File: config.mk
export PLATFORM = sky130hd
export DESIGN_NAME = lsb_stego_extractor
export DESIGN_NICKNAME = d
export VERILOG_FILES = /design/src/rtl/lse_pkg.sv /design/src/rtl/lse_core.sv /design/src/rtl/lse_out_buf.sv /design/src/rtl/lsb_stego_extractor.sv
export SDC_FILE = /design/constraint.sdc
export NUM_CORES = 1
export LEC_CHECK = 0
export ABC_AREA = 1
export BUFFER_PORTS_ARGS = -buffer_cell sky130_fd_sc_hd__buf_2
export CORE_ASPECT_RATIO = 0.5
export CORE_MARGIN = 4
export CORE_UTILIZATION = 54
export DETAILED_ROUTE_END_ITERATION = 10
export GPL_TIMING_DRIVEN = 0
export PLACE_DENSITY_LB_ADDON = 0.3
export SYNTH_ARGS = -nofsm -noshare
export SYNTH_HDL_FRONTEND = slang
export SYNTH_SLANG_ARGS = --single-unit
export TNS_END_PERCENT = 50
File: constraint.sdc
create_clock -name clk -period 3.4 [get_ports clk]
set_clock_uncertainty 0.1 [all_clocks]
set_input_delay 0.51 -clock clk [delete_from_list [all_inputs] [get_ports clk]]
set_output_delay 0.51 -clock clk [all_outputs]
set_load 0.1 [all_outputs]
File: src/rtl/lse_pkg.sv
package lse_pkg;

  // pixel and result widths
  localparam int PIXEL_W = 24;
  localparam int VALUE_W = 32;
  localparam int BYTE_W  = 8;
  localparam int COUNT_W = 6;

  // bit positions of the band LSBs inside a packed pixel
  localparam int RED_LSB   = 16;
  localparam int GREEN_LSB = 8;
  localparam int BLUE_LSB  = 0;

  // band rotation codes
  localparam logic [1:0] BAND_RED   = 2'd0;
  localparam logic [1:0] BAND_GREEN = 2'd1;
  localparam logic [1:0] BAND_BLUE  = 2'd2;

  // bits per item in each phase
  localparam logic [COUNT_W-1:0] BYTE_BITS   = 6'd8;
  localparam logic [COUNT_W-1:0] LENGTH_BITS = 6'd32;

  typedef enum logic [1:0] {
    KIND_NAME    = 2'd0,
    KIND_LENGTH  = 2'd1,
    KIND_PAYLOAD = 2'd2
  } kind_t;

  typedef enum logic [1:0] {
    PH_NAME    = 2'd0,
    PH_LENGTH  = 2'd1,
    PH_PAYLOAD = 2'd2,
    PH_IDLE    = 2'd3
  } phase_t;

  typedef struct packed {
    kind_t              kind;
    logic [VALUE_W-1:0] value;
    logic               last;
  } result_t;

endpackage

File: src/rtl/lse_core.sv
module lse_core import lse_pkg::*; (
  input  logic                clk,
  input  logic                rst,
  input  logic                step,      // a pixel word is taken this cycle
  input  logic [PIXEL_W-1:0]  pixel,
  output logic                res_valid, // this pixel completes an item
  output result_t             res
);

  phase_t             phase, phase_next;
  logic [1:0]         band_select, band_select_next;
  logic [COUNT_W-1:0] bit_count, bit_count_next;
  logic [VALUE_W-1:0] accumulator, accumulator_next;
  logic [VALUE_W-1:0] bytes_remaining, bytes_remaining_next;

  logic               bit_in;
  logic [VALUE_W-1:0] acc_shift;
  logic [COUNT_W-1:0] cnt_inc;
  logic               active;

  // pick the LSB of the current band; the unused code reads as red
  always_comb begin
    case (band_select)
      BAND_GREEN: bit_in = pixel[GREEN_LSB];
      BAND_BLUE:  bit_in = pixel[BLUE_LSB];
      default:    bit_in = pixel[RED_LSB];
    endcase
  end

  assign acc_shift = {accumulator[VALUE_W-2:0], bit_in};
  assign cnt_inc   = bit_count + 6'd1;
  assign active    = step && (phase != PH_IDLE);

  // next state
  always_comb begin
    phase_next           = phase;
    band_select_next     = band_select;
    bit_count_next       = bit_count;
    accumulator_next     = accumulator;
    bytes_remaining_next = bytes_remaining;
    if (active) begin
      band_select_next = (band_select >= BAND_BLUE) ? BAND_RED : band_select + 2'd1;
      accumulator_next = acc_shift;
      bit_count_next   = cnt_inc;
      case (phase)
        PH_NAME: begin
          if (cnt_inc == BYTE_BITS) begin
            bit_count_next   = '0;
            accumulator_next = '0;
            if (acc_shift[BYTE_W-1:0] == '0) phase_next = PH_LENGTH;
          end
        end
        PH_LENGTH: begin
          if (cnt_inc == LENGTH_BITS) begin
            bit_count_next       = '0;
            accumulator_next     = '0;
            bytes_remaining_next = acc_shift;
            phase_next           = (acc_shift == '0) ? PH_IDLE : PH_PAYLOAD;
          end
        end
        PH_PAYLOAD: begin
          if (cnt_inc == BYTE_BITS) begin
            bit_count_next       = '0;
            accumulator_next     = '0;
            bytes_remaining_next = bytes_remaining - 32'd1;
            if (bytes_remaining == 32'd1) phase_next = PH_IDLE;
          end
        end
        default: begin
          phase_next = phase;
        end
      endcase
    end
  end

  // result for the pixel being taken
  always_comb begin
    res_valid = 1'b0;
    res.kind  = KIND_NAME;
    res.value = {{(VALUE_W-BYTE_W){1'b0}}, acc_shift[BYTE_W-1:0]};
    res.last  = 1'b0;
    if (active) begin
      case (phase)
        PH_NAME: begin
          res_valid = (cnt_inc == BYTE_BITS);
          res.kind  = KIND_NAME;
          res.last  = (acc_shift[BYTE_W-1:0] == '0);
        end
        PH_LENGTH: begin
          res_valid = (cnt_inc == LENGTH_BITS);
          res.kind  = KIND_LENGTH;
          res.value = acc_shift;
          res.last  = (acc_shift == '0);
        end
        PH_PAYLOAD: begin
          res_valid = (cnt_inc == BYTE_BITS);
          res.kind  = KIND_PAYLOAD;
          res.last  = (bytes_remaining == 32'd1);
        end
        default: begin
          res_valid = 1'b0;
        end
      endcase
    end
  end

  always_ff @(posedge clk) begin
    if (rst) begin
      phase           <= PH_NAME;
      band_select     <= BAND_RED;
      bit_count       <= '0;
      accumulator     <= '0;
      bytes_remaining <= '0;
    end else begin
      phase           <= phase_next;
      band_select     <= band_select_next;
      bit_count       <= bit_count_next;
      accumulator     <= accumulator_next;
      bytes_remaining <= bytes_remaining_next;
    end
  end

endmodule

File: src/rtl/lse_out_buf.sv
module lse_out_buf import lse_pkg::*; (
  input  logic    clk,
  input  logic    rst,
  output logic    room,      // skid stage empty: a new word may enter
  input  logic    push,
  input  result_t push_res,
  output logic    out_valid,
  input  logic    out_ready,
  output result_t out_res
);

  logic    main_valid, skid_valid;
  result_t main_res, skid_res;
  logic    pop;

  assign room      = !skid_valid;
  assign out_valid = main_valid;
  assign out_res   = main_res;
  assign pop       = main_valid && out_ready;

  // control: main register feeds the port, skid catches a word on a stall
  always_ff @(posedge clk) begin
    if (rst) begin
      main_valid <= 1'b0;
      skid_valid <= 1'b0;
    end else begin
      if (pop || !main_valid) begin
        main_valid <= skid_valid || push;
        skid_valid <= 1'b0;
      end else if (push) begin
        skid_valid <= 1'b1;
      end
    end
  end

  // payload
  always_ff @(posedge clk) begin
    if (pop || !main_valid) begin
      main_res <= skid_valid ? skid_res : push_res;
    end else if (push) begin
      skid_res <= push_res;
    end
  end

endmodule

File: src/rtl/lsb_stego_extractor.sv
// LSB steganography extractor for a stream of packed RGB pixels.
// s_axis takes one 24-bit pixel word per cycle (red 23:16, green 15:8,
// blue 7:0). Bands are read in rotation red, green, blue, one per pixel,
// and the LSB of that band is shifted in MSB first.
// m_axis gives: name characters (tuser 0) up to and including the zero
// byte, then the 32-bit payload length (tuser 1), then that many payload
// bytes (tuser 2). tlast marks the zero name byte, a zero length, or the
// final payload byte. After that, pixels are taken and dropped.
// Throughput: one pixel per cycle while the output buffer has room.
// A result enters the output register, or the skid stage if that is held,
// when its completing pixel is taken. A two-word output buffer (output
// register plus skid stage) lets pixels keep flowing while a result waits;
// s_axis_tready drops only when both words are held by a stalled receiver.
// Reset (rst, synchronous) returns to the name phase with the red band,
// clears the bit counter and accumulator and empties the output buffer.
module lsb_stego_extractor import lse_pkg::*; (
  input  logic        clk,
  input  logic        rst,
  input  logic        s_axis_tvalid,
  output logic        s_axis_tready,
  input  logic [23:0] s_axis_tdata,  // pixel[23:0]
  output logic        m_axis_tvalid,
  input  logic        m_axis_tready,
  output logic [31:0] m_axis_tdata,  // value[31:0]
  output logic [1:0]  m_axis_tuser,  // kind[1:0]
  output logic        m_axis_tlast
);

  logic    step;
  logic    res_valid;
  result_t res;
  result_t out_res;
  logic    room;

  assign s_axis_tready = room;
  assign step          = s_axis_tvalid && room;

  lse_core u_core (
    .clk       (clk),
    .rst       (rst),
    .step      (step),
    .pixel     (s_axis_tdata),
    .res_valid (res_valid),
    .res       (res)
  );

  lse_out_buf u_out_buf (
    .clk       (clk),
    .rst       (rst),
    .room      (room),
    .push      (res_valid),
    .push_res  (res),
    .out_valid (m_axis_tvalid),
    .out_ready (m_axis_tready),
    .out_res   (out_res)
  );

  assign m_axis_tdata = out_res.value;
  assign m_axis_tuser = out_res.kind;
  assign m_axis_tlast = out_res.last;

endmodule

==> impl_metrics.csv <==
group,metric,value,unit
clock_tree,clockBufferDepth,2,
yosys,synth_edf_count,70,
clock_tree,cts_buffers,17,
yosys,syn_area,7204,µm²
die,io_pins,65,
power,p_comb_share,3.5,%
place,portBuffers,43,
yosys,synth.ff_latch_count,145,
min_path,hold_class,"reg -> reg",
clock_tree,cts_sinks,145,
die,rows,29,
global_routing,grt_pass1_wl,28.99,mm
routing,top_layer_used,"met4",
cells_and_area,final_core_util,63.93,%
cells_and_area,drive_gt1_share,13.39,%
yosys,yosysSeqAreaShare,50.02,%
yosys,synth_commonest_cells,"181 x nand2_1, 154 x nor2_1, 92 x o21ai_0, 84 x inv_1, 75 x dfxtp_1",
setup_path,r2r_start,"u_core.phase[1]",
setup_path,reg2reg_to,"u_out_buf.skid_res[6]",
timing,worstMarginPinSlew,0.9595,ns
routing,wl_met1,8.383,mm
power,switchingPower,956.4,µW
power,seqPwrFrac,48.6,%
routing,wl,18.72,mm
power,p_leak,3.409,nW
place,pre_cts_ws,0.3928,ns
global_routing,grt_overflow,0,
setup_path,ff2ff_path_depth,8,
routing,wire_per_inst,16.30,µm
yosys,syn_area_per_cell,7.978,µm²
outcome,outcome,"finished, final reports clean",
power,swShare,25.30,%
setup_path,crit_required,3.35,ns
power,ir_drop,355.4,µV
die,fp.coreArea,12840,µm²
place,place_area,7640,µm²
clock_tree,clkTransAtPathRegs,0.07,ns
yosys,synth_nets,943,
yosys,synth_area_leaders,"edfxtp_1 29%, dfxtp_1 21%, nand2_1 9.4%, nor2_1 8.0%, o21ai_0 6.4%",
die,die_x,171.4,µm
yosys,ys.warnings.count,0,
clock_tree,cts_setup_buffers,0,
yosys,netlist_instances,903,
setup_path,ff2ff_setup_slack,0.32,ns
setup_path,endpoint,"u_out_buf.skid_res[6]",
timing,grt_setup_unrepaired,"no",
cells_and_area,synthToLayoutAreaGrowth,13.98,%
cells_and_area,design_area,8212,µm²
timing,fin_crit_sh,90.65,%
routing,drtIter0Drc,881,
die,dieArea,15370,µm²
timing,hold_violations,0,
routing,met3_wirelength,1.897,mm
min_path,hold_path_depth,2,
min_path,hp-start,"u_core.bit_count[5]",
timing,setup_viol,0,
yosys,synth_flop_cell,"dfxtp_1",
setup_path,end_kind,"register",
setup_path,worstPathMaxFanout,35,
routing,drc,0,
place,gp_routability_congestion,0.9355,
yosys,synth-async-reset-ratio,0,%
routing,ant_nets,0,
global_routing,grt_max_degree,39,
routing,vias,6463,
clock_tree,root_buffer,"clkbuf_16",
cells_and_area,final.fill_count,1017,
cells_and_area,nets,1005,
yosys,synth_top_area_share,29.18,%
setup_path,crit_arrival,3.03,ns
global_routing,grt_pass1_vias,5554,
clock_tree,tritoncts,"done",
die,die_h,89.68,µm
routing,drt_pass1_iterations,5,
timing,fmax,0.3244,GHz
power,p_total,3.780,mW
yosys,yosysMostFrequentCell,"nand2_1",
yosys,synth_largest_area_cell,"edfxtp_1",
clock_tree,htreeDepth,4,
timing,slew_headroom,35.88,%
setup_path,setup.worst_path.start,"u_core.phase[1]",
routing,vias_per_cell,5.630,
yosys,yosysUniqueCellTypes,36,
cells_and_area,n_antenna_cell,0,
run,cap_violations,0,
timing,setup_slack,0.3178,ns
global_routing,antenna_found_initial,0,
timing,fin_crit,3.082,ns
routing,wl_met2,8.047,mm
die,initial_core_util,56.09,%
clock_tree,clk_latency,0.43,ns
global_routing,grt_use_total,24.68,%
power,clockPowerShare,47.9,%
timing,slew_violations,0,
power,p_int,2.824,mW
setup_path,critical_path_class,"reg -> reg",
clock_tree,ctsResizeCount,0,
place,place_hpwl,13.26,mm
clock_tree,cts_hold_buf,0,
power,powerDensity,460.4,nW/µm²
setup_path,startpoint_type,"register",
[final cells by class]
| type | count | area (µm²) | area share, % |
|---|---|---|---|
| clock inverters | 15 | 146.4 | 1.783 |
| clock buffers | 17 | 425.4 | 5.181 |
| plain buffers | 41 | 227.7 | 2.773 |
| inverters | 88 | 330.3 | 4.023 |
| flip-flops and latches | 145 | 3603 | 43.88 |
| repair buffers | 43 | 215.2 | 2.621 |
| multi-input cells | 629 | 3050 | 37.15 |
| well taps | 170 | 212.7 | 2.590 |
[metal layers]
metal | global-route usage (%) | vias to the layer above
met4 | 8.339 | 0
li1 | - | 3081
met2 | 38.17 | 338
met1 | 35.65 | 3006
met3 | 4.198 | 38
met5 | 0 | -
[metrics by stage]
stage	hold WS, ns	std cells	setup TNS, ns
2_1_floorplan	0.3532	903	0
3_3_place_gp	0.3658	1116	-2.637
3_5_place_dp	0.3730	1116	0
4_1_cts	0.3831	1148	0
5_1_grt	0.4154	1148	0
6_report	0.3833	1148	0
[critical path, stage by stage, from the launching register on]
cell and delay [ns]:
dfxtp_1 0.36, ha_1 0.20, inv_1 0.18, nand3_2 0.27, nor2_1 0.31, inv_1 0.18, o22ai_1 0.24, inv_1 0.11
nor2_4 0.73
[layout by cell type (no fill, tap or decap), types with 5 or more instances in the layout]
cell type / netlist / layout
nand2_1: 181 / 181
nor2_1: 154 / 153
o21ai_0: 92 / 92
inv_1: 84 / 83
dfxtp_1: 75 / 75
edfxtp_1: 70 / 70
nand3_1: 64 / 64
buf_2: 5 / 48
a21oi_1: 46 / 46
clkbuf_1: 25 / 25
clkbuf_16: 0 / 17
nand3_2: 12 / 12
ha_1: 12 / 12
buf_6: 9 / 9
nor2_2: 7 / 7
xor2_1: 6 / 6
nor3_1: 6 / 6
nand4_1: 6 / 6
nand2_2: 6 / 6
o21ai_1: 5 / 5
xnor2_1: 5 / 5
inv_6: 0 / 5
[state kept, by name (all words and copies together) (netlist names)]
register and flops:
u_out_buf.skid_res 35, u_core.band_select 2, u_core.phase 2, u_out_buf.skid_valid 1
u_core.bytes_remaining 32, u_out_buf.out_res 35, u_core.accumulator 31, u_core.bit_count 6
u_out_buf.out_valid 1
[worst min-delay path by stage]
stage / endpoint / slack, ns
3_3_place_gp: u_core.accumulator[30] / 0.37
3_5_place_dp: u_core.bit_count[5] / 0.37
2_1_floorplan: u_out_buf.skid_res[3] / 0.35
5_1_grt: u_core.accumulator[29] / 0.42
6_report: u_core.bit_count[5] / 0.38
4_1_cts: u_core.bit_count[5] / 0.38
[cells by family (layout without fill, tap and decap cells)]
logic type      after synthesis  in the layout  share of synthesized area [%]
compound gates              156            156                          11.31
buf+inv                     129            204                          7.746
simple gates                450            450                          27.51
xor+xnor                     11             11                          1.337
flops                       145            145                          50.02
fa+ha+maj                    12             12                          2.084
[power by group through the flow]
stage	combinational, mW	sequential [mW]	clock (mW)
3_3_place_gp	0.126	1.87	0
2_1_floorplan	0.0608	1.91	0
5_1_grt	0.142	1.84	1.91
6_report	0.131	1.84	1.81
4_1_cts	0.130	1.84	1.82
3_5_place_dp	0.129	1.87	0
(Power assumes the default switching activity.)
